[src/rtl/core/i2c_register_access_master_assert.svh]
// ----------------------------------------------------------------------------
// I2C register access master: assertion macros
// Shared helpers so that every check is clocked and reset in the same way.
// ----------------------------------------------------------------------------
`ifndef I2C_REGISTER_ACCESS_MASTER_ASSERT_SVH
`define I2C_REGISTER_ACCESS_MASTER_ASSERT_SVH

// The consequent must hold in the same cycle as the antecedent.
`define I2CRAM_ASSERT_SAME(lbl, ante, cons) \
  lbl: assert property (@(posedge clk) disable iff (!rst_n) (ante) |-> (cons)) \
    else $error("i2c register access master: check failed");

// The consequent must hold in the cycle after the antecedent.
`define I2CRAM_ASSERT_NEXT(lbl, ante, cons) \
  lbl: assert property (@(posedge clk) disable iff (!rst_n) (ante) |=> (cons)) \
    else $error("i2c register access master: check failed");

`endif

[src/rtl/core/i2cram_pkg.sv]
// ----------------------------------------------------------------------------
// I2C register access master package
// Command codes, bus segment codes and the segment sequence tables.
// ----------------------------------------------------------------------------
`timescale 1ns / 1ps
`default_nettype none

package i2cram_pkg;

  typedef enum logic [1:0] {
    CMD_TICK  = 2'd0,
    CMD_WRITE = 2'd1,
    CMD_READ  = 2'd2
  } cmd_t;

  typedef enum logic [3:0] {
    SEG_START   = 4'd0,
    SEG_STOP    = 4'd1,
    SEG_DEV_W   = 4'd2,
    SEG_REG     = 4'd3,
    SEG_DATA    = 4'd4,
    SEG_DEV_R   = 4'd5,
    SEG_ACK_IN  = 4'd6,
    SEG_RECV    = 4'd7,
    SEG_ACK_OUT = 4'd8
  } seg_t;

  localparam int unsigned POS_W = 4;
  localparam int unsigned OFF_W = 5;

  localparam logic [POS_W-1:0] LAST_POS_WR = 4'd7;
  localparam logic [POS_W-1:0] LAST_POS_RD = 4'd10;
  localparam logic [OFF_W-1:0] STOP_LAST_OFF = 5'd3;

  // Segment found at a given position of the write or read sequence.
  function automatic seg_t seg_at(input logic rd, input logic [POS_W-1:0] pos);
    seg_t s;
    s = SEG_STOP;
    if (rd) begin
      unique case (pos)
        4'd0:    s = SEG_START;
        4'd1:    s = SEG_DEV_W;
        4'd2:    s = SEG_ACK_IN;
        4'd3:    s = SEG_REG;
        4'd4:    s = SEG_ACK_IN;
        4'd5:    s = SEG_START;
        4'd6:    s = SEG_DEV_R;
        4'd7:    s = SEG_ACK_IN;
        4'd8:    s = SEG_RECV;
        4'd9:    s = SEG_ACK_OUT;
        default: s = SEG_STOP;
      endcase
    end else begin
      unique case (pos)
        4'd0:    s = SEG_START;
        4'd1:    s = SEG_DEV_W;
        4'd2:    s = SEG_ACK_IN;
        4'd3:    s = SEG_REG;
        4'd4:    s = SEG_ACK_IN;
        4'd5:    s = SEG_DATA;
        4'd6:    s = SEG_ACK_IN;
        default: s = SEG_STOP;
      endcase
    end
    return s;
  endfunction

  // Offset of the final micro-op within a segment.
  function automatic logic [OFF_W-1:0] seg_last_off(input seg_t s);
    logic [OFF_W-1:0] v;
    v = 5'd3;
    unique case (s)
      SEG_DEV_W, SEG_REG, SEG_DATA, SEG_DEV_R: v = 5'd23;
      SEG_RECV:                                v = 5'd24;
      SEG_ACK_OUT:                             v = 5'd2;
      default:                                 v = 5'd3;
    endcase
    return v;
  endfunction

endpackage

`default_nettype wire

[src/rtl/core/i2c_register_access_master.sv]
// ----------------------------------------------------------------------------
// I2C register access master
// Single-register write and read over open-drain SCL and SDA, one tick per
// input transaction.
// ----------------------------------------------------------------------------
// Every input transaction is one timing tick. A tick on an idle block with a
// write or read command latches the register address and data and starts the
// bus sequence; other commands, and all commands while busy, just tick.
// Each pin step is held for hold_ticks ticks. Every input transaction yields
// exactly one result transaction carrying the line drives, busy, the done
// pulse, the last read byte and the sticky NACK flag.
// The sequencer step and the result are registered together, so the result
// appears in the cycle after its tick; a new tick is taken every cycle unless
// the receiver stalls. When it stalls, the held result stays put and in_stall
// rises in the same cycle, so no tick is lost or repeated.
// The configuration port writes device_address (index 0) and hold_ticks
// (index 1); the user must use it only while no transaction is running, as
// the block does not enforce this. Reset returns the block to idle with both
// lines released, device address 104 and a hold of five ticks.
// ----------------------------------------------------------------------------
`timescale 1ns / 1ps
`default_nettype none

module i2c_register_access_master
  import i2cram_pkg::*;
(
  input  wire logic       clk,
  input  wire logic       rst_n,
  input  wire logic       cfg_we,
  input  wire logic       cfg_index,
  input  wire logic [7:0] cfg_data,
  input  wire logic       in_valid,
  output logic            in_stall,
  input  wire logic [1:0] in_command,
  input  wire logic [7:0] in_reg_addr,
  input  wire logic [7:0] in_write_data,
  input  wire logic       in_sda_in,
  output logic            out_valid,
  input  wire logic       out_stall,
  output logic            out_scl_out,
  output logic            out_sda_out,
  output logic            out_busy_res,
  output logic            out_done_res,
  output logic [7:0]      out_read_data,
  output logic            out_nack_seen
);

  logic [6:0]       dev_addr_r;
  logic [7:0]       hold_ticks_r;

  logic             busy_r, busy_nxt;
  logic             is_read_r, is_read_nxt;
  logic [POS_W-1:0] pos_r, pos_nxt;
  logic [OFF_W-1:0] off_r, off_nxt;
  logic [1:0]       sub_r, sub_nxt;
  logic [2:0]       bit_r, bit_nxt;
  logic [7:0]       hold_r, hold_nxt;
  logic [7:0]       shift_r, shift_nxt;
  logic [7:0]       lat_reg_r, lat_reg_nxt;
  logic [7:0]       lat_data_r, lat_data_nxt;
  logic             scl_r, scl_nxt;
  logic             sda_r, sda_nxt;
  logic [7:0]       rx_byte_r, rx_byte_nxt;
  logic             nack_r, nack_nxt;
  logic             out_valid_r, out_valid_nxt;
  logic             out_busy_r, out_busy_nxt;
  logic             out_done_r, out_done_nxt;

  logic             in_acc;
  logic             start;
  logic             advance;
  logic             apply;
  logic [7:0]       reload;
  seg_t             cur_seg;
  seg_t             seg;
  logic [7:0]       load_byte;
  logic [POS_W-1:0] last_pos;

  assign in_stall = out_valid_r & out_stall;
  assign in_acc   = in_valid & ~in_stall;

  assign reload = (hold_ticks_r == 8'd0) ? 8'd0 : hold_ticks_r - 8'd1;

  always_ff @(posedge clk) begin
    if (!rst_n) begin
      dev_addr_r   <= 7'd104;
      hold_ticks_r <= 8'd5;
    end else if (cfg_we) begin
      if (cfg_index) begin
        hold_ticks_r <= cfg_data;
      end else begin
        dev_addr_r <= cfg_data[6:0];
      end
    end
  end

  always_comb begin
    busy_nxt      = busy_r;
    is_read_nxt   = is_read_r;
    pos_nxt       = pos_r;
    off_nxt       = off_r;
    sub_nxt       = sub_r;
    bit_nxt       = bit_r;
    hold_nxt      = hold_r;
    shift_nxt     = shift_r;
    lat_reg_nxt   = lat_reg_r;
    lat_data_nxt  = lat_data_r;
    scl_nxt       = scl_r;
    sda_nxt       = sda_r;
    rx_byte_nxt   = rx_byte_r;
    nack_nxt      = nack_r;
    out_busy_nxt  = out_busy_r;
    out_done_nxt  = out_done_r;
    out_valid_nxt = out_stall ? out_valid_r : 1'b0;
    load_byte     = shift_r;

    start   = in_acc & ~busy_r &
              ((in_command == CMD_WRITE) || (in_command == CMD_READ));
    advance = in_acc & busy_r & (hold_r == 8'd0);
    apply   = start | advance;
    cur_seg = seg_at(is_read_r, pos_r);

    if (start) begin
      is_read_nxt  = (in_command == CMD_READ);
      lat_reg_nxt  = in_reg_addr;
      lat_data_nxt = in_write_data;
      nack_nxt     = 1'b0;
      busy_nxt     = 1'b1;
      pos_nxt      = '0;
      off_nxt      = '0;
      sub_nxt      = '0;
      bit_nxt      = '0;
    end else if (advance) begin
      if (off_r == seg_last_off(cur_seg)) begin
        pos_nxt = pos_r + 4'd1;
        off_nxt = '0;
        sub_nxt = '0;
        bit_nxt = '0;
      end else begin
        off_nxt = off_r + 5'd1;
        // The receive segment spends its first micro-op releasing SDA,
        // so its bit counting starts one offset later.
        if ((cur_seg == SEG_RECV) && (off_r == 5'd0)) begin
          sub_nxt = '0;
          bit_nxt = '0;
        end else if (sub_r == 2'd2) begin
          sub_nxt = '0;
          bit_nxt = bit_r + 3'd1;
        end else begin
          sub_nxt = sub_r + 2'd1;
        end
      end
    end

    seg      = seg_at(is_read_nxt, pos_nxt);
    last_pos = is_read_nxt ? LAST_POS_RD : LAST_POS_WR;

    if (apply) begin
      hold_nxt = reload;
      unique case (seg)
        SEG_START: begin
          unique case (off_nxt[1:0])
            2'd0:    sda_nxt = 1'b1;
            2'd1:    scl_nxt = 1'b1;
            2'd2:    sda_nxt = 1'b0;
            default: scl_nxt = 1'b0;
          endcase
        end
        SEG_STOP: begin
          unique case (off_nxt[1:0])
            2'd0:    scl_nxt = 1'b0;
            2'd1:    sda_nxt = 1'b0;
            2'd2:    scl_nxt = 1'b1;
            default: sda_nxt = 1'b1;
          endcase
        end
        SEG_DEV_W, SEG_REG, SEG_DATA, SEG_DEV_R: begin
          if (off_nxt == 5'd0) begin
            unique case (seg)
              SEG_DEV_W: load_byte = {dev_addr_r, 1'b0};
              SEG_DEV_R: load_byte = {dev_addr_r, 1'b1};
              SEG_REG:   load_byte = lat_reg_nxt;
              default:   load_byte = lat_data_nxt;
            endcase
          end
          shift_nxt = load_byte;
          unique case (sub_nxt)
            2'd0: sda_nxt = load_byte[7];
            2'd1: scl_nxt = 1'b1;
            default: begin
              scl_nxt   = 1'b0;
              shift_nxt = {load_byte[6:0], 1'b0};
            end
          endcase
        end
        SEG_ACK_IN: begin
          unique case (off_nxt[1:0])
            2'd0:    sda_nxt  = 1'b1;
            2'd1:    scl_nxt  = 1'b1;
            2'd2:    nack_nxt = nack_r | in_sda_in;
            default: scl_nxt  = 1'b0;
          endcase
        end
        SEG_RECV: begin
          if (off_nxt == 5'd0) begin
            sda_nxt   = 1'b1;
            shift_nxt = '0;
          end else begin
            unique case (sub_nxt)
              2'd0: scl_nxt = 1'b1;
              2'd1: begin
                shift_nxt = {shift_r[6:0], in_sda_in};
                if (bit_nxt == 3'd7) begin
                  rx_byte_nxt = {shift_r[6:0], in_sda_in};
                end
              end
              default: scl_nxt = 1'b0;
            endcase
          end
        end
        default: begin
          // Master answers the read byte with a NACK.
          unique case (off_nxt[1:0])
            2'd0:    sda_nxt = 1'b1;
            2'd1:    scl_nxt = 1'b1;
            default: scl_nxt = 1'b0;
          endcase
        end
      endcase
    end else if (in_acc && busy_r) begin
      hold_nxt = hold_r - 8'd1;
    end

    if (in_acc) begin
      out_valid_nxt = 1'b1;
      out_busy_nxt  = start | busy_r;
      out_done_nxt  = (start | busy_r) && (pos_nxt == last_pos) &&
                      (off_nxt == STOP_LAST_OFF) && (hold_nxt == 8'd0);
      if (out_done_nxt) begin
        busy_nxt = 1'b0;
      end
    end
  end

  always_ff @(posedge clk) begin
    if (!rst_n) begin
      busy_r      <= 1'b0;
      is_read_r   <= 1'b0;
      pos_r       <= '0;
      off_r       <= '0;
      sub_r       <= '0;
      bit_r       <= '0;
      hold_r      <= '0;
      shift_r     <= '0;
      lat_reg_r   <= '0;
      lat_data_r  <= '0;
      scl_r       <= 1'b1;
      sda_r       <= 1'b1;
      rx_byte_r   <= '0;
      nack_r      <= 1'b0;
      out_valid_r <= 1'b0;
      out_busy_r  <= 1'b0;
      out_done_r  <= 1'b0;
    end else begin
      busy_r      <= busy_nxt;
      is_read_r   <= is_read_nxt;
      pos_r       <= pos_nxt;
      off_r       <= off_nxt;
      sub_r       <= sub_nxt;
      bit_r       <= bit_nxt;
      hold_r      <= hold_nxt;
      shift_r     <= shift_nxt;
      lat_reg_r   <= lat_reg_nxt;
      lat_data_r  <= lat_data_nxt;
      scl_r       <= scl_nxt;
      sda_r       <= sda_nxt;
      rx_byte_r   <= rx_byte_nxt;
      nack_r      <= nack_nxt;
      out_valid_r <= out_valid_nxt;
      out_busy_r  <= out_busy_nxt;
      out_done_r  <= out_done_nxt;
    end
  end

  // Line levels, read byte and NACK flag change only when a tick is taken,
  // so the state registers double as the result payload.
  assign out_valid     = out_valid_r;
  assign out_scl_out   = scl_r;
  assign out_sda_out   = sda_r;
  assign out_busy_res  = out_busy_r;
  assign out_done_res  = out_done_r;
  assign out_read_data = rx_byte_r;
  assign out_nack_seen = nack_r;

`include "i2c_register_access_master_assert.svh"

  `I2CRAM_ASSERT_SAME(a_done_implies_busy, out_valid && out_done_res, out_busy_res)
  `I2CRAM_ASSERT_NEXT(a_idle_tick_stays_idle,
    in_acc && !busy_r && (in_command != CMD_WRITE) && (in_command != CMD_READ),
    !out_busy_res && !out_done_res && !busy_r)
  `I2CRAM_ASSERT_NEXT(a_final_stop_ends_sequence,
    in_acc && busy_r && (hold_r == 8'd0) && (off_r == STOP_LAST_OFF) &&
    (pos_r == (is_read_r ? LAST_POS_RD : LAST_POS_WR)),
    !busy_r && out_done_res)

endmodule

`default_nettype wire
[config.mk]
export PLATFORM = sky130hd
export DESIGN_NAME = i2c_register_access_master
export DESIGN_NICKNAME = d
export VERILOG_FILES = /design/src/rtl/core/i2cram_pkg.sv /design/src/rtl/core/i2c_register_access_master.sv
export VERILOG_INCLUDE_DIRS = /design/src /design/src/rtl/core
export SDC_FILE = /design/constraint.sdc
export NUM_CORES = 1
export LEC_CHECK = 0
export ABC_AREA = 1
export BUFFER_PORTS_ARGS = -buffer_cell sky130_fd_sc_hd__buf_2
export CAP_MARGIN = 40
export CORE_MARGIN = 1
export CORE_UTILIZATION = 60
export DETAILED_ROUTE_END_ITERATION = 7
export GPL_ROUTABILITY_DRIVEN = 0
export GPL_TIMING_DRIVEN = 0
export PLACE_DENSITY = 0.79
export SETUP_SLACK_MARGIN = 0.3
export SKIP_LAST_GASP = 1
export SYNTH_ARGS = -nofsm -noshare
export SYNTH_HDL_FRONTEND = slang
export SYNTH_SLANG_ARGS = --single-unit
[constraint.sdc]
create_clock -name clk -period 5.1 [get_ports clk]
set_clock_uncertainty 0.2 [all_clocks]
set_input_delay 0.51 -clock clk [delete_from_list [all_inputs] [get_ports clk]]
set_output_delay 0.51 -clock clk [all_outputs]
set_load 0.02 [all_outputs]
==> results.ini <==
[run_status]
status=finished clean

[route]
post_drt_wl_per_cell_um=13.7
drt-initial-drc-count=378
postRouteAntennaNets=0
wirelength_mm=13.2
viasPerCell=5.55
drt_first_pass_iters=5
drcViolationCount=0
dr_total_vias=5364

[sta]
slew_violations=0
hold_viol_final=0
tightest_slew_ps=640
final-setup-viol-count=0
period_share_pct=89.1
fin_ws_ps=554
rsz0062_at_grt=yes
max_clock_freq_mhz=220
slew-limit-headroom_pct=57.2
period_minus_slack_ps=4550

[setup_path]
cp_data_required_time_ps=5180
reg2reg_from=out_valid
arrival_ps=4630
rr_worst_depth=26
r2r_slack_ps=550
end_kind=register
critPathKind=register to register
r2r-end=shift_r[1]
startpoint_type=register
cp_max_fo=10

[cts]
clockBufferDepth=2
htree_levels=3
cts.sinks=81
clk-insertion-delay-late_ps=360
cts_made_buffers=9
clk_pin_slew_worst_paths_ps=80
cts_tree=yes
postCtsHoldBufs=0
cts-root-buf=clkbuf_8

[logic_synthesis]
synth_enable_flop_cells=0
ys_seq_area_share_pct=31.3
synth-compound-area-share_pct=10.8
synth.distinct_cells=47
synth_top_family_by_area=simple AND/OR/NAND/NOR gates
synth-xor-area-share_pct=2.20
syn_area_um2=5180
synth-simple-area-share_pct=39.8
syn-num-nets=846
synthMuxAreaShare_pct=0.966
syn_avg_cell_area_um2=6.52
synthCells=794
ys_async_sr_fraction_pct=0
ys.flop_type=dfxtp_1
synth_seq_cells=81
synth_fa_ha_area_share_pct=4.59
ys_warn_count=0

[global_route]
grt_pass1_vias=4977
grt_max_degree=14
grt_pass1_wl_mm=22.0
antenna_found_initial=0
grt.total_usage_pct=31.1
gr-total-overflow=0

[cells_and_area]
diodes=0
finalInstanceArea_um2=5800
drive_above_1_share_pct=16.1
fin_nets=908
fin_cells=966
area_growth_pct=12.0
final_util_pct=69.9

[power]
clkPwrFrac_pct=32.4
sequentialPowerShare_pct=46.2
ir_worst_vdd_uv=166
swShare_pct=31.8
total_power_mw=1.50
power_density_nw_per_um2=258
intPower_mw=1.02
switching_power_mw=0.475
power_frac_comb_pct=21.4
power_leakage_nw=2.79

[floorplanning]
core_um2=8300
start_util_pct=62.4
die_w_um=94.9
io_pins=48
rows=33
dieHeight_um=94.9
die-area_um2=9010

[hold_path]
whs_path_depth=3
worst_hold_path_type=input pin to register
min_to=dev_addr_r[3]
holdCritStartpoint=cfg_data[3]

[place]
placedInstanceArea_um2=5550
buffer_ports.inserted=47
dp_hpwl_mm=10.1
pre_cts_ws_ps=-24.1
dp_cells=946

[run]
max-cap-violations=0

## per-layer routing
layer  global-route usage, %  routed length, µm
met5                       0                  0
met4                    11.6                384
met3                    6.04                826
met2                    54.0               6370
met1                    37.8               5650
## final cells by class
type | count | area (µm²)
well taps | 105 | 131
inverters | 115 | 432
repair buffers | 51 | 265
plain buffers | 20 | 106
flip-flops and latches | 81 | 1620
fillers | 722 | 2500
clock inverters | 4 | 51.3
clock buffers | 12 | 145
multi-input cells | 578 | 3050
## cell usage after synthesis, types with 3 or more instances
| cell | instances | area share [%] |
|---|---|---|
| a21oi_1 | 31 | 3.0 |
| o21ai_1 | 10 | 0.97 |
| nand4_1 | 13 | 1.6 |
| o2111ai_1 | 3 | 0.51 |
| nor2_1 | 109 | 7.9 |
| inv_1 | 105 | 7.6 |
| ha_1 | 19 | 4.6 |
| o21ai_0 | 42 | 4.1 |
| o211ai_1 | 4 | 0.58 |
| nand3b_1 | 4 | 0.58 |
| nor2_2 | 5 | 0.60 |
| nor3_1 | 4 | 0.39 |
| mux2i_1 | 5 | 0.97 |
| nand2_2 | 12 | 1.4 |
| a211oi_1 | 3 | 0.43 |
| nand3_1 | 92 | 8.9 |
| clkbuf_1 | 14 | 1.0 |
| buf_6 | 3 | 0.65 |
| or2_2 | 14 | 1.7 |
| nor2_4 | 5 | 1.1 |
| dfxtp_1 | 81 | 31 |
| nand3_2 | 8 | 1.5 |
| xor2_1 | 11 | 1.9 |
| nand2_1 | 162 | 12 |
| inv_2 | 8 | 0.58 |
## cell families after synthesis
| group | count (synthesis) |
|---|---|
| buf+inv | 135 |
| xor+xnor | 13 |
| compound gates | 101 |
| simple gates | 440 |
| fa+ha+maj | 19 |
| mux | 5 |
| flops | 81 |
## state kept, by name, indices dropped and copies added (netlist names), named ones only
signal         cells
hold_r             8
hold_ticks_r       8
lat_data_r         8
lat_reg_r          8
out_read_data      8
shift_r            8
dev_addr_r         7
off_r              5
pos_r              4
bit_r              3
sub_r              2
busy_r             1
is_read_r          1
out_busy_res       1
out_done_res       1
out_nack_seen      1
out_scl_out        1
out_sda_out        1
out_valid          1
## critical path, stage by stage (launching register included)
cell and delay, ps:
dfxtp_1 330, nand2_2 110, nand2_4 100, nor2_8 130, nand4_2 110, nor2_2 130, nand2_2 90, nor3_4 320
buf_2 290, nand4_1 190, xor2_1 200, nor2_1 240, inv_1 170, ha_1 290, nand3_1 100, nand2_1 50
nand2_1 70, nand2_1 60, nand2_1 90, nand2_2 120, nand2_1 80, nor2_1 70, nor2_1 480, nand3_1 150
nand2_1 90, inv_1 40, a21oi_1 150
## timing repair
item                       CTS  global route
cloned                       0             0
gates resized for setup      1            12
setup endpoints to repair    3            16
setup buffers                0             4
pin swaps                    0             3
## cell usage in the layout (no fill, tap or decap), types with 4 or more instances in the layout
cell type	synthesis	final
nand3b_1	4	4
mux2i_1	5	5
nor2_1	109	108
o21ai_0	42	42
nand2_2	12	13
xor2_1	11	11
nor2_4	5	6
clkbuf_8	0	10
dfxtp_1	81	80
o21ai_1	10	10
buf_4	1	5
buf_2	2	50
o211ai_1	4	4
clkbuf_1	14	14
inv_1	105	105
or2_2	14	14
nand4_1	13	13
nor2_2	5	5
nand3_1	92	92
nand2_1	162	161
a21oi_1	31	29
inv_2	8	8
nand3_2	8	8
ha_1	19	18
## worst max-delay path by stage
stage | start | endpoint | slack, ps | cells after the start
global placement | in_command[0] | shift_r[6] | 80 | 26
global route | pos_r[1] | shift_r[1] | 300 | 34
detailed placement | out_stall | shift_r[6] | -20 | 29
finish | out_valid | shift_r[1] | 550 | 26
floorplan | out_stall | shift_r[6] | 980 | 28
CTS | pos_r[0] | shift_r[1] | 390 | 32
## metrics by stage
step	hold slack, ps	setup TNS (ps)
2_1_floorplan	230	0
3_3_place_gp	245	0
3_5_place_dp	252	-32.6
4_1_cts	184	0
5_1_grt	185	0
6_report	195	0
## power by group through the flow
stage | combinational, mW | clock (mW) | sequential [mW]
6_report | 0.321 | 0.484 | 0.691
5_1_grt | 0.357 | 0.511 | 0.695
4_1_cts | 0.309 | 0.484 | 0.690
3_5_place_dp | 0.305 | 0 | 0.705
3_3_place_gp | 0.298 | 0 | 0.703
2_1_floorplan | 0.224 | 0 | 0.704
(Power assumes the default switching activity.)
